`src/rtl/core/ssip_pkg.sv`:
```
// Package of shared types, register indexes and command codes for the serial setpoint PID.
`default_nettype none

package ssip_pkg;

	// Fixed point format of the gains and the drive accumulator.
	localparam int GAIN_FRAC_BITS = 12;
	localparam int GAIN_W         = 16;
	localparam int ACC_W          = 8 + GAIN_FRAC_BITS;

	// Error and difference widths (signed).
	localparam int ERR_W  = 9;
	localparam int DP_W   = ERR_W + 1;
	localparam int DD_W   = ERR_W + 2;
	localparam int PROD_W = GAIN_W + 1 + DD_W;
	localparam int SUM_W  = ((PROD_W > ACC_W + 1) ? PROD_W : ACC_W + 1) + 2;

	// Configuration port.
	localparam int CFG_IDX_W  = 3;
	localparam int CFG_DATA_W = 16;

	localparam logic [CFG_IDX_W-1:0] REG_KP_INITIAL  = 3'd0;
	localparam logic [CFG_IDX_W-1:0] REG_KI_INITIAL  = 3'd1;
	localparam logic [CFG_IDX_W-1:0] REG_KD_INITIAL  = 3'd2;
	localparam logic [CFG_IDX_W-1:0] REG_KP_MODE     = 3'd3;
	localparam logic [CFG_IDX_W-1:0] REG_KD_MODE     = 3'd4;
	localparam logic [CFG_IDX_W-1:0] REG_KI_OUTER    = 3'd5;
	localparam logic [CFG_IDX_W-1:0] REG_KI_MIDDLE   = 3'd6;
	localparam logic [CFG_IDX_W-1:0] REG_DRIVE_FLOOR = 3'd7;

	// Serial framing and command codes.
	localparam logic [7:0]  FRAME_END  = 8'h3B;
	localparam logic [15:0] CODE_UP    = 16'h7570;
	localparam logic [15:0] CODE_DOWN  = 16'h776E;
	localparam logic [15:0] CODE_RIGHT = 16'h6874;
	localparam logic [15:0] CODE_LEFT  = 16'h6674;
	localparam logic [2:0]  COUNT_MAX  = 3'd7;

	// Setpoints in cm.
	localparam logic [5:0] SETPOINT_OFF    = 6'd0;
	localparam logic [5:0] SETPOINT_NEAR   = 6'd20;
	localparam logic [5:0] SETPOINT_MIDDLE = 6'd30;
	localparam logic [5:0] SETPOINT_FAR    = 6'd40;

	// Gain set codes.
	localparam logic [1:0] GAIN_INITIAL = 2'd0;
	localparam logic [1:0] GAIN_OUTER   = 2'd1;
	localparam logic [1:0] GAIN_MIDDLE  = 2'd2;

	// Item kinds.
	localparam logic OP_BYTE   = 1'b0;
	localparam logic OP_SAMPLE = 1'b1;

	typedef struct packed {
		logic [GAIN_W-1:0] kp_initial;
		logic [GAIN_W-1:0] ki_initial;
		logic [GAIN_W-1:0] kd_initial;
		logic [GAIN_W-1:0] kp_mode;
		logic [GAIN_W-1:0] kd_mode;
		logic [GAIN_W-1:0] ki_outer;
		logic [GAIN_W-1:0] ki_middle;
		logic [7:0]        drive_floor;
	} cfg_t;

	typedef struct packed {
		logic [5:0] target;
		logic       taken;
	} frame_res_t;

	typedef struct packed {
		logic [7:0] duty;
		logic [1:0] gain;
	} pid_res_t;

endpackage

`default_nettype wire

```
`src/rtl/core/ssip_cfg.sv`:
```
// Configuration register bank: gains and drive floor, written through a plain write port.
`default_nettype none

module ssip_cfg (
	input  wire logic                              clk,
	input  wire logic                              arst_n,
	input  wire logic                              cfg_we,
	input  wire logic [ssip_pkg::CFG_IDX_W-1:0]    cfg_index,
	input  wire logic [ssip_pkg::CFG_DATA_W-1:0]   cfg_data,
	output ssip_pkg::cfg_t                         cfg
);

	ssip_pkg::cfg_t cfg_q;

	// Register writes; reset loads the default tuning.
	always_ff @(posedge clk or negedge arst_n) begin
		if (!arst_n) begin
			cfg_q.kp_initial  <= 16'd4096;
			cfg_q.ki_initial  <= 16'd4096;
			cfg_q.kd_initial  <= 16'd1229;
			cfg_q.kp_mode     <= 16'd3994;
			cfg_q.kd_mode     <= 16'd1095;
			cfg_q.ki_outer    <= 16'd1638;
			cfg_q.ki_middle   <= 16'd1939;
			cfg_q.drive_floor <= 8'd110;
		end else if (cfg_we) begin
			case (cfg_index)
				ssip_pkg::REG_KP_INITIAL:  cfg_q.kp_initial  <= cfg_data;
				ssip_pkg::REG_KI_INITIAL:  cfg_q.ki_initial  <= cfg_data;
				ssip_pkg::REG_KD_INITIAL:  cfg_q.kd_initial  <= cfg_data;
				ssip_pkg::REG_KP_MODE:     cfg_q.kp_mode     <= cfg_data;
				ssip_pkg::REG_KD_MODE:     cfg_q.kd_mode     <= cfg_data;
				ssip_pkg::REG_KI_OUTER:    cfg_q.ki_outer    <= cfg_data;
				ssip_pkg::REG_KI_MIDDLE:   cfg_q.ki_middle   <= cfg_data;
				ssip_pkg::REG_DRIVE_FLOOR: cfg_q.drive_floor <= cfg_data[7:0];
				default: ;
			endcase
		end
	end

	assign cfg = cfg_q;

endmodule

`default_nettype wire

```
`src/rtl/core/ssip_frame.sv`:
```
// Serial frame collector and command decoder that owns the setpoint.
`default_nettype none

module ssip_frame (
	input  wire logic          clk,
	input  wire logic          arst_n,
	input  wire logic          step,
	input  wire logic [7:0]    rx_byte,
	output logic [5:0]         target,
	output ssip_pkg::frame_res_t res
);

	logic [2:0] count_q;
	logic [7:0] byte0_q;
	logic [7:0] byte1_q;
	logic [5:0] target_q;

	logic [2:0]  count_nx;
	logic [5:0]  target_nx;
	logic        taken_nx;
	logic [15:0] code;
	logic        is_end;

	assign is_end = (rx_byte == ssip_pkg::FRAME_END);
	assign code   = {byte0_q, byte1_q};

	// Next count, setpoint and command flag for one byte.
	always_comb begin
		count_nx  = count_q;
		target_nx = target_q;
		taken_nx  = 1'b0;
		if (!is_end) begin
			if (count_q < ssip_pkg::COUNT_MAX) begin
				count_nx = count_q + 3'd1;
			end
		end else begin
			count_nx = 3'd0;
			if (count_q == 3'd2) begin
				case (code)
					ssip_pkg::CODE_UP: begin
						target_nx = ssip_pkg::SETPOINT_NEAR;
						taken_nx  = 1'b1;
					end
					ssip_pkg::CODE_DOWN: begin
						target_nx = ssip_pkg::SETPOINT_MIDDLE;
						taken_nx  = 1'b1;
					end
					ssip_pkg::CODE_LEFT: begin
						target_nx = ssip_pkg::SETPOINT_FAR;
						taken_nx  = 1'b1;
					end
					ssip_pkg::CODE_RIGHT: begin
						target_nx = ssip_pkg::SETPOINT_OFF;
						taken_nx  = 1'b1;
					end
					default: ;
				endcase
			end
		end
	end

	// Frame state; only the first two bytes of a frame are kept.
	always_ff @(posedge clk or negedge arst_n) begin
		if (!arst_n) begin
			count_q  <= 3'd0;
			byte0_q  <= 8'd0;
			byte1_q  <= 8'd0;
			target_q <= ssip_pkg::SETPOINT_OFF;
		end else if (step) begin
			count_q  <= count_nx;
			target_q <= target_nx;
			if (!is_end && count_q == 3'd0) begin
				byte0_q <= rx_byte;
			end
			if (!is_end && count_q == 3'd1) begin
				byte1_q <= rx_byte;
			end
		end
	end

	assign target     = target_q;
	assign res.target = step ? target_nx : target_q;
	assign res.taken  = step & taken_nx;

endmodule

`default_nettype wire

```
`src/rtl/core/ssip_pid.sv`:
```
// Incremental PID update: gain selection, three products, accumulate and clamp.
`default_nettype none

module ssip_pid (
	input  wire logic          clk,
	input  wire logic          arst_n,
	input  wire logic          step,
	input  wire logic [5:0]    target,
	input  wire logic [7:0]    distance_cm,
	input  ssip_pkg::cfg_t     cfg,
	output ssip_pkg::pid_res_t res
);

	localparam int ERR_W  = ssip_pkg::ERR_W;
	localparam int DP_W   = ssip_pkg::DP_W;
	localparam int DD_W   = ssip_pkg::DD_W;
	localparam int PROD_W = ssip_pkg::PROD_W;
	localparam int SUM_W  = ssip_pkg::SUM_W;
	localparam int ACC_W  = ssip_pkg::ACC_W;
	localparam int FRAC   = ssip_pkg::GAIN_FRAC_BITS;
	localparam int GAIN_W = ssip_pkg::GAIN_W;

	logic [1:0]              gain_q;
	logic signed [ERR_W-1:0] e1_q;
	logic signed [ERR_W-1:0] e2_q;
	logic [ACC_W-1:0]        acc_q;

	logic [1:0]              gain_nx;
	logic [GAIN_W-1:0]       kp;
	logic [GAIN_W-1:0]       ki;
	logic [GAIN_W-1:0]       kd;
	logic signed [ERR_W-1:0] e0;
	logic signed [DP_W-1:0]  d_p;
	logic signed [DD_W-1:0]  d_d;
	logic signed [PROD_W-1:0] p_p;
	logic signed [PROD_W-1:0] p_i;
	logic signed [PROD_W-1:0] p_d;
	logic signed [SUM_W-1:0] sum;
	logic signed [SUM_W-1:0] floor_val;
	logic signed [SUM_W-1:0] acc_max;
	logic signed [SUM_W-1:0] clamped;
	logic [ACC_W-1:0]        acc_nx;

	// Gain set follows the setpoint; the off setpoint keeps the set in use.
	always_comb begin
		gain_nx = gain_q;
		if (target == ssip_pkg::SETPOINT_MIDDLE) begin
			gain_nx = ssip_pkg::GAIN_MIDDLE;
		end else if (target == ssip_pkg::SETPOINT_NEAR || target == ssip_pkg::SETPOINT_FAR) begin
			gain_nx = ssip_pkg::GAIN_OUTER;
		end
	end

	// Gains of the chosen set.
	always_comb begin
		case (gain_nx)
			ssip_pkg::GAIN_MIDDLE: begin
				kp = cfg.kp_mode;
				ki = cfg.ki_middle;
				kd = cfg.kd_mode;
			end
			ssip_pkg::GAIN_OUTER: begin
				kp = cfg.kp_mode;
				ki = cfg.ki_outer;
				kd = cfg.kd_mode;
			end
			default: begin
				kp = cfg.kp_initial;
				ki = cfg.ki_initial;
				kd = cfg.kd_initial;
			end
		endcase
	end

	// Error and its first and second differences.
	assign e0  = $signed(ERR_W'(target)) - $signed(ERR_W'(distance_cm));
	assign d_p = DP_W'(e0) - DP_W'(e1_q);
	assign d_d = DD_W'(e0) - (DD_W'(e1_q) <<< 1) + DD_W'(e2_q);

	// Exact products of unsigned gains with signed differences.
	assign p_p = PROD_W'($signed({1'b0, kp})) * PROD_W'(d_p);
	assign p_i = PROD_W'($signed({1'b0, ki})) * PROD_W'(e0);
	assign p_d = PROD_W'($signed({1'b0, kd})) * PROD_W'(d_d);

	assign sum = $signed(SUM_W'(acc_q)) + SUM_W'(p_p) + SUM_W'(p_i) + SUM_W'(p_d);

	// Clamp to the drive floor below and to all ones above.
	assign floor_val = $signed(SUM_W'({cfg.drive_floor, {FRAC{1'b0}}}));
	assign acc_max   = $signed(SUM_W'({ACC_W{1'b1}}));

	always_comb begin
		clamped = sum;
		if (sum < floor_val) begin
			clamped = floor_val;
		end
		if (clamped > acc_max) begin
			clamped = acc_max;
		end
	end

	assign acc_nx = clamped[ACC_W-1:0];

	// Loop state advances on each distance sample.
	always_ff @(posedge clk or negedge arst_n) begin
		if (!arst_n) begin
			gain_q <= ssip_pkg::GAIN_INITIAL;
			e1_q   <= '0;
			e2_q   <= '0;
			acc_q  <= '0;
		end else if (step) begin
			gain_q <= gain_nx;
			e1_q   <= e0;
			e2_q   <= e1_q;
			acc_q  <= acc_nx;
		end
	end

	assign res.duty = step ? acc_nx[ACC_W-1 -: 8] : acc_q[ACC_W-1 -: 8];
	assign res.gain = step ? gain_nx : gain_q;

endmodule

`default_nettype wire

```
`src/rtl/core/serial_setpoint_incremental_pid.sv`:
```
// Top level of the serial setpoint incremental PID controller.
// Each beat on the input is a serial byte or a distance sample and gives exactly one result
// beat. The block takes one beat per clock cycle when the output is not stalled. An accepted
// beat is held in the input register and then moves into the result register, which
// presents its result. The PID update is combinational: three gain products, the
// accumulate and the clamp sit between the input and result registers.
// Configuration writes take effect on the next cycle and should be made while idle.
`default_nettype none

module serial_setpoint_incremental_pid (
	input  wire logic                              clk,
	input  wire logic                              arst_n,
	input  wire logic                              cfg_we,
	input  wire logic [ssip_pkg::CFG_IDX_W-1:0]    cfg_index,
	input  wire logic [ssip_pkg::CFG_DATA_W-1:0]   cfg_data,
	input  wire logic                              in_valid,
	output logic                                   in_ready,
	input  wire logic                              op,
	input  wire logic [7:0]                        rx_byte,
	input  wire logic [7:0]                        distance_cm,
	output logic                                   out_valid,
	input  wire logic                              out_ready,
	output logic [5:0]                             setpoint_cm,
	output logic [7:0]                             drive_duty,
	output logic [1:0]                             gain_set,
	output logic                                   command_taken
);

	ssip_pkg::cfg_t       cfg;
	ssip_pkg::frame_res_t frame_res;
	ssip_pkg::pid_res_t   pid_res;
	logic [5:0]           target;

	logic       valid_s1;
	logic       op_s1;
	logic [7:0] rx_byte_s1;
	logic [7:0] dist_s1;

	logic       out_valid_q;
	logic [5:0] setpoint_q;
	logic [7:0] duty_q;
	logic [1:0] gain_q;
	logic       taken_q;

	logic advance;

	// The input stage moves on whenever the result register is free or being emptied.
	assign advance  = valid_s1 & (~out_valid_q | out_ready);
	assign in_ready = ~valid_s1 | advance;

	ssip_cfg u_cfg (
		.clk       (clk),
		.arst_n    (arst_n),
		.cfg_we    (cfg_we),
		.cfg_index (cfg_index),
		.cfg_data  (cfg_data),
		.cfg       (cfg)
	);

	ssip_frame u_frame (
		.clk     (clk),
		.arst_n  (arst_n),
		.step    (advance & (op_s1 == ssip_pkg::OP_BYTE)),
		.rx_byte (rx_byte_s1),
		.target  (target),
		.res     (frame_res)
	);

	ssip_pid u_pid (
		.clk         (clk),
		.arst_n      (arst_n),
		.step        (advance & (op_s1 == ssip_pkg::OP_SAMPLE)),
		.target      (target),
		.distance_cm (dist_s1),
		.cfg         (cfg),
		.res         (pid_res)
	);

	// Input register.
	always_ff @(posedge clk or negedge arst_n) begin
		if (!arst_n) begin
			valid_s1 <= 1'b0;
		end else if (in_ready) begin
			valid_s1 <= in_valid;
		end
	end

	always_ff @(posedge clk) begin
		if (in_valid && in_ready) begin
			op_s1      <= op;
			rx_byte_s1 <= rx_byte;
			dist_s1    <= distance_cm;
		end
	end

	// Result register.
	always_ff @(posedge clk or negedge arst_n) begin
		if (!arst_n) begin
			out_valid_q <= 1'b0;
		end else if (advance) begin
			out_valid_q <= 1'b1;
		end else if (out_ready) begin
			out_valid_q <= 1'b0;
		end
	end

	always_ff @(posedge clk) begin
		if (advance) begin
			setpoint_q <= frame_res.target;
			duty_q     <= pid_res.duty;
			gain_q     <= pid_res.gain;
			taken_q    <= frame_res.taken;
		end
	end

	assign out_valid     = out_valid_q;
	assign setpoint_cm   = setpoint_q;
	assign drive_duty    = duty_q;
	assign gain_set      = gain_q;
	assign command_taken = taken_q;

	// A beat leaving the input stage always lands in the result register.
	a_advance_fills: assert property (@(posedge clk) disable iff (!arst_n)
		advance |=> out_valid_q)
		else $error("result register empty after a beat advanced");

	// A distance sample never reports a command.
	a_sample_no_cmd: assert property (@(posedge clk) disable iff (!arst_n)
		advance && op_s1 == ssip_pkg::OP_SAMPLE |=> !taken_q)
		else $error("command flagged on a distance sample");

	// Only a terminator can complete a command.
	a_cmd_on_end: assert property (@(posedge clk) disable iff (!arst_n)
		advance && op_s1 == ssip_pkg::OP_BYTE && rx_byte_s1 != ssip_pkg::FRAME_END
		|=> !taken_q)
		else $error("command flagged on a non-terminator byte");

	// After a sample the drive is never below the floor.
	a_floor: assert property (@(posedge clk) disable iff (!arst_n)
		advance && op_s1 == ssip_pkg::OP_SAMPLE |=> duty_q >= $past(cfg.drive_floor))
		else $error("drive below floor after a sample");

endmodule

`default_nettype wire
```
`config.mk`:
```
export PLATFORM = sky130hd
export DESIGN_NAME = serial_setpoint_incremental_pid
export DESIGN_NICKNAME = d
export VERILOG_FILES = /design/src/rtl/core/ssip_pkg.sv /design/src/rtl/core/ssip_cfg.sv /design/src/rtl/core/ssip_frame.sv /design/src/rtl/core/ssip_pid.sv /design/src/rtl/core/serial_setpoint_incremental_pid.sv
export SDC_FILE = /design/constraint.sdc
export NUM_CORES = 2
export LEC_CHECK = 0
export BUFFER_PORTS_ARGS = -buffer_cell sky130_fd_sc_hd__buf_2
export CAP_MARGIN = 25
export CORE_AREA = 2 2 210 212
export DETAILED_ROUTE_END_ITERATION = 8
export DIE_AREA = 0 0 212 214
export GPL_TIMING_DRIVEN = 0
export PLACE_DENSITY = 0.92
export SYNTH_ARGS = -nofsm -noshare
export SYNTH_HDL_FRONTEND = slang
export SYNTH_SLANG_ARGS = --single-unit
```
`constraint.sdc`:
```
create_clock -name clk -period 22 [get_ports clk]
set_input_delay 4.4 -clock clk [delete_from_list [all_inputs] [get_ports clk]]
set_output_delay 4.4 -clock clk [all_outputs]
set_load 0.1 [all_outputs]
```
# ---- Yosys cells after proc, flatten, opt, wreduce, memory -nomap -nowiden
# Index checks and enable logic that the tools add are counted.
dict set report op_classes {
  n_mul 3
  n_reduce_logical 22
  n_mux 20
  bitwise 9
  order_cmp 3
  n_addsub 8
  eq_ne 19
}
# cell count
set ops {}
lappend ops {{== test 16 x 15 -> 1 bit, second input constant} 4}
lappend ops {{2-to-1 mux 16 bit} 2}
lappend ops {{one-hot mux 16 bit (2 select lines)} 1}
lappend ops {{adder 30 x 28 -> 30 bit} 1}
lappend ops {{> comparator 30 x 21 -> 1 bit, second input constant} 1}
lappend ops {{less-than comparator 30 x 21 -> 1 bit} 1}
lappend ops {{2-to-1 mux 30 bit} 1}
lappend ops {{adder 28 x 26 -> 29 bit} 1}
lappend ops {{adder 21 x 27 -> 28 bit} 1}
lappend ops {{multiplier 17 x 11 -> 28 bit} 1}
lappend ops {{multiplier 17 x 10 -> 27 bit} 1}
lappend ops {{multiplier 17 x 9 -> 26 bit} 1}
lappend ops {{one-hot mux 6 bit (4 select lines)} 1}
lappend ops {{AND reduction 2 bit} 11}
lappend ops {{2-to-1 mux 20 bit} 1}
lappend ops {{2-to-1 mux 6 bit} 3}
lappend ops {{== test 3 bit, second input constant} 4}
lappend ops {{== test 6 x 5 -> 1 bit, second input constant} 2}
lappend ops {{adder 11 x 9 -> 11 bit} 1}
lappend ops {{subtractor 9 x 10 -> 11 bit} 1}
lappend ops {{subtractor 9 x 9 -> 10 bit} 1}
lappend ops {{== test 3 x 2 -> 1 bit, second input constant} 3}
lappend ops {{subtractor 6 x 8 -> 9 bit} 1}
lappend ops {{== test 8 x 6 -> 1 bit, second input constant} 1}
lappend ops {{20 further kinds} 38}
dict set report totals {
  word_cells 109
  in_bits 41
  output_inout_bits 19
  reg_bits 221
}

# ---- Logic depth before layout (Yosys ltp)
dict set report logic_depth {
  ltp_word 16
  depth_mapped 62
  depth_no_buf 58
}

# ---- Cells and area by module
# From an unflattened synthesis, not the netlist that was laid out.
dict set report unflattened {
  hier_cells 2848
  area_unflattened_um2 28458.5
}
# mod n_inst area_each_um2 cells_per_inst
set modules_own_cells {}
lappend modules_own_cells {ssip_pid 1 21430.6 2441}
lappend modules_own_cells {ssip_cfg 1 4659.5 262}
lappend modules_own_cells {ssip_frame 1 1226.2 100}
lappend modules_own_cells {serial_setpoint_incremental_pid 1 1142.3 45}

# ---- Worst setup path after synthesis
# No wires, ideal clock.
dict set report synth_path {
  path_type {register to register}
  from {register u_frame.target_q[0], in the netlist u_frame.target[0]}
  to {register duty_q[1], in the netlist drive_duty[1], data pin}
  n_path_buf 3
  slack_ns 8.013
  setup_ns 0.262
  path_stages_with_launch 57
  arrival_ns 13.725
  required_ns 21.738
  cell_sequence {dfrtp_1 > inv_1 > ha_1 > inv_1 > fa_1 > xnor2_1 > inv_1 > clkbuf_1 > ha_1 > nor2b_1 > o21ai_0 > nand2b_1 > a21o_1 > a21o_1 > a21o_1 > a21o_1 > xor2_1 > nand2_1 > [21 not listed] > ha_1 > o21a_1 > o211ai_1 > a21oi_1 > or2_2 > xor2_1 > ha_1 > o21ai_0 > a31oi_1 > o31a_1 > o211ai_1 > nand2_1 > a2111oi_2 > ha_1 > clkbuf_1 > clkbuf_1 > nor3_1 > a21oi_2}
}
# item line
set synth_lines {}
lappend synth_lines {{from (decl)} ssip_frame.sv:16} ;# logic [5:0] target_q;
lappend synth_lines {{from (signal assigned)} ssip_frame.sv:68} ;# target_q <= ssip_pkg::SETPOINT_OFF;
lappend synth_lines {{from (signal assigned)} ssip_frame.sv:71} ;# target_q <= target_nx;
lappend synth_lines {{to (signal assigned)} serial_setpoint_incremental_pid.sv:110} ;# duty_q <= pid_res.duty;
lappend synth_lines {{to (decl)} serial_setpoint_incremental_pid.sv:41} ;# logic [7:0] duty_q;

# ---- Worst setup path in the final report
dict set report layout_path {
  from {register u_frame.target_q[0], in the netlist u_frame.target[0]}
  to {register u_pid.acc_q[10]}
}
dict set report layout_via {
  elab_cells_between_ends 26
  classes_between {7 x add/sub; 3 x mul; 2 x order compare; 5 x eq/ne; 7 x mux; 2 x reduce/logical}
}
# item line
set layout_lines {}
lappend layout_lines {{subtractor 6 x 8 -> 9 bit (*)} ssip_pid.sv:76} ;# assign e0 = $signed(ERR_W'(target)) - $signed(ERR_W'(distance_cm));
lappend layout_lines {{via u_pid.e0[4]} ssip_pid.sv:32} ;# logic signed [ERR_W-1:0] e0;
lappend layout_lines {{subtractor 9 x 9 -> 10 bit} ssip_pid.sv:77} ;# assign d_p = DP_W'(e0) - DP_W'(e1_q);
lappend layout_lines {{multiplier 17 x 10 -> 27 bit} ssip_pid.sv:81} ;# assign p_p = PROD_W'($signed({1'b0, kp})) * PROD_W'(d_p);
lappend layout_lines {{adder 21 x 27 -> 28 bit} ssip_pid.sv:85} ;# assign sum = $signed(SUM_W'(acc_q)) + SUM_W'(p_p) + SUM_W'(p_i) + SUM_W'(p_d);
lappend layout_lines {{adder 28 x 26 -> 29 bit} ssip_pid.sv:85}
lappend layout_lines {{adder 30 x 28 -> 30 bit (*)} ssip_pid.sv:85}
lappend layout_lines {{less-than comparator 30 x 21 -> 1 bit} ssip_pid.sv:93} ;# if (sum < floor_val) begin
lappend layout_lines {{2-to-1 mux 30 bit (*)} ssip_pid.sv:93}
lappend layout_lines {{> comparator 30 x 21 -> 1 bit} ssip_pid.sv:96} ;# if (clamped > acc_max) begin
lappend layout_lines {{2-to-1 mux 20 bit (*)} ssip_pid.sv:96}
lappend layout_lines {{to (signal assigned)} ssip_pid.sv:114} ;# acc_q <= acc_nx;
lappend layout_lines {{to (decl)} ssip_pid.sv:26} ;# logic [ACC_W-1:0] acc_q;
# Mark *: on every way through the listed nets, which the timed path passes. The rest lies on a longest branch.
# A chain may end at the register's enable or synchronous reset.

==> results.md <==
- Number of enable flip-flop cells after synthesis: 34
- TritonCTS clock tree: yes
- Placed Instances: 3438
- Mapped Area: 27800 sq um
- Final Skew: 8.37 ps
- Worst-skew pair later-pin latency: ~540 ps
- Post-DP Area: between 20000 and 30000 sq um
- Yosys warnings: 0
- Final setup TNS: 0 ps
- Final non-filler cell total: around 3500
- Clock buffer depth: 3
- Area of the multi-input gates: 19800 sq um
- Ranking of synthesized cells by area: fa_1 (32%), dfrtp_1 (13%), ha_1 (11%)
- H-tree Lvls: 1
- Clock Sinks: around 220
- Post-CTS Setup Bufs: 0
- #FFs+latches synth: between 200 and 250
- Final period util: between 70% and 80%
- Worst path required time: approximately 22000 ps
- Unrepaired setup endpoints after global routing: no
- Initial core utilization: about two thirds
- Synth cell count leaders: inv_1 (529), fa_1 (441), nand2_1 (320)
- DR pass1 iterations: 8
- Register area: roughly 5700 sq um
- Hold-fix buffers at CTS: 0
- RePlAce Congestion: 1.02
- Avg Cell Area, Syn: roughly 10 sq um
- Grt total ovfl: 0
- Share of cells above drive strength 1: roughly an eighth
- Sequential area share after synthesis: between 20 and 25%
- Setup Crit Path Kind: reg -> reg
- Routed via count: about 22000
- Die area: ~45000 sq um
- Die height: about 210 um
- DR DRC count: 0
- Slew headroom: about a quarter
- DPL Wire Length: 66.5 mm
- Top-count cell post-synth: inv_1
- Syn nets: between 3000 and 4000
- Max_cap viols: 0
- Drt wl/cell: approximately 23 um
- Hold Violations, Final: 0
- CP arrival: roughly 18000 ps
- Top FF cell, synth: dfrtp_1
- Final min period: between 15000 and 20000 ps
- Post-synth ARST share: roughly 85%
- CTS root buf: clkbuf_16
- Layout Nets: around 3600
- Crit-path max FO: 11
- Number of distinct library cells after synthesis: 75
- Post-synth top area share: between 30% and 40%
- Yosys top cell by area: fa_1
- Top Ports: 60
- Vias per inst: ~6.2
- Die W: 212 um
- Tot GR Track Use: between 30% and 40%
- ANT nets after route: 0
- Global-route wire length before repair: approximately 130 mm
- IO Port Bufs: 55
- CTS clock-pin slew for the worst setup and hold paths: around 70 ps
- Total wire length: roughly 81 mm
- Most frequent CP cell: fa_1
- FMAX: approximately 0.057 GHz
- Hold WC Path Type: reg -> reg
- CP max-delay cell: fa_1
- Fin. max-slew vios: 0
- Initial antenna violation count: 6
- Num rows: 76
- CTS buffer count: 24
- DR iter-0 viols: ~2100
- Area Growth Syn to Fin: 6.82%
- Final setup viols: 0
- Crit start category: register
- # resized after CTS: 0
- Largest net degree at the start of global routing: roughly 130
- Cell area after layout: between 20000 and 30000 sq um
- Status: completed
- # fillers: 2977
- Synth Instances: about 2800
- Slew @ Worst Pin: between 1000 and 1500 ps
- CP max stage delay: just over 600 ps
- Placeable Area: 42900 sq um
- Vias in the first global route: between 20000 and 25000
- CP endpoint kind: register
[stage by stage]
| step | utilization (%) | setup slack, ps | hold WS (ps) |
|---|---|---|---|
| final | 69.3 | 4450 | 510 |
| after global routing | 69.3 | 4190 | 515 |
| after CTS | 69.2 | 4930 | 504 |
| after detailed placement | 67.4 | 5050 | 471 |
| after global placement | 67.2 | 5470 | 462 |
| after floorplan | - | 8010 | 450 |
[kinds of logic after synthesis]
group                    after synthesis  synth area share, %
multiplexers                         192                 7.63
AND/OR/NAND/NOR                      732                 11.9
AO/OA/AOI/OAI                        295                 7.09
buffers and inverters                609                 8.29
XOR/XNOR                              63                 1.98
adder cells (fa/ha/maj)              680                 42.5
flip-flops                           221                 20.7
[cell type report]
cell class | instances | area share, %
Antenna cell | 5 | 0.0421
Buffer | 80 | 1.08
Clock buffer | 34 | 2.29
Clock inverter | 10 | 0.333
Inverter | 529 | 6.68
Multi-Input combinational cell | 1962 | 66.5
Sequential cell | 221 | 19.3
Tap cell | 585 | 2.46
Timing Repair Buffer | 64 | 1.26
[sequential cells by signal, summed over array words and instances (netlist names)]
name             count
u_pid.e1_q           9
dist_s1              8
setpoint_cm          6
gain_set             2
u_frame.count_q      3
u_pid.gain_q         2
out_valid            1
command_taken        1
u_frame.target       6
u_cfg.cfg          120
u_pid.acc_q         20
op_s1                1
u_frame.byte0_q      8
drive_duty           8
rx_byte_s1           8
valid_s1             1
u_frame.byte1_q      8
u_pid.e2_q           9
[worst paths after layout]
check / from / end / slack, ps / depth (start not counted)
worst min-delay path: u_frame.byte1_q[6]$_DFFE_PN0P_ / u_frame.byte1_q[6]$_DFFE_PN0P_ / 510 / 1
worst max register to register: u_frame.target[0]$_DFF_PN0_ / u_pid.acc_q[10]$_DFFE_PN0P_ / 4450 / 58
worst max-delay path: u_frame.target[0]$_DFF_PN0_ / u_pid.acc_q[10]$_DFFE_PN0P_ / 4450 / 58
max in group asynchronous: arst_n / u_cfg.cfg[108]$_DFFE_PN0P_ / 17160 / 2
min in group asynchronous: arst_n / u_frame.byte0_q[4]$_DFFE_PN0P_ / 3790 / 1
worst min register to register: u_frame.byte1_q[6]$_DFFE_PN0P_ / u_frame.byte1_q[6]$_DFFE_PN0P_ / 510 / 1
[worst max-delay path, delay by kind of cell (launching register included)]
kind                     cells  cell delay (ps)
AO/OA/AOI/OAI               18             4100
XOR/XNOR                     3             1240
adder cells (fa/ha/maj)     19             8130
buffers and inverters       14             2810
flip-flops                   1              420
AND/OR/NAND/NOR              4              730
[layer usage]
| layer | routed length [um] | up-vias | track usage, % |
|---|---|---|---|
| met5 | 11 | - | 0 |
| met4 | 6410 | 2 | 24.4 |
| met3 | 9100 | 442 | 11.0 |
| met2 | 38100 | 1276 | 59.8 |
| met1 | 27800 | 10800 | 43.2 |
| li1 | - | 9013 | - |
[cells in the final DEF (no fill, tap or decap), types with 10 or more instances in the layout]
master / netlist / routed
nor2b_1: 13 / 13
xnor2_1: 41 / 41
nand4_1: 10 / 10
fa_1: 441 / 441
o21ai_0: 72 / 72
nand2b_1: 56 / 56
inv_1: 529 / 529
nand2_1: 320 / 320
ha_1: 239 / 239
edfxtp_1: 34 / 34
clkbuf_16: 0 / 25
nor3_1: 26 / 26
a31oi_1: 11 / 11
a21o_1: 22 / 22
and2_1: 43 / 43
dfstp_2: 39 / 39
clkbuf_1: 68 / 75
a21oi_2: 12 / 12
mux2i_1: 30 / 30
nand3_1: 16 / 16
dfrtp_1: 148 / 148
or3_1: 14 / 14
o21ai_1: 18 / 18
buf_2: 5 / 60
nor2_1: 194 / 194
a22oi_1: 16 / 16
mux2_2: 162 / 162
xor2_1: 22 / 22
o21a_1: 19 / 19
a21oi_1: 55 / 55
Power is left out: the tool's default activity adds up to more than one toggle a clock period on the data nets, which glitch-free logic cannot reach.
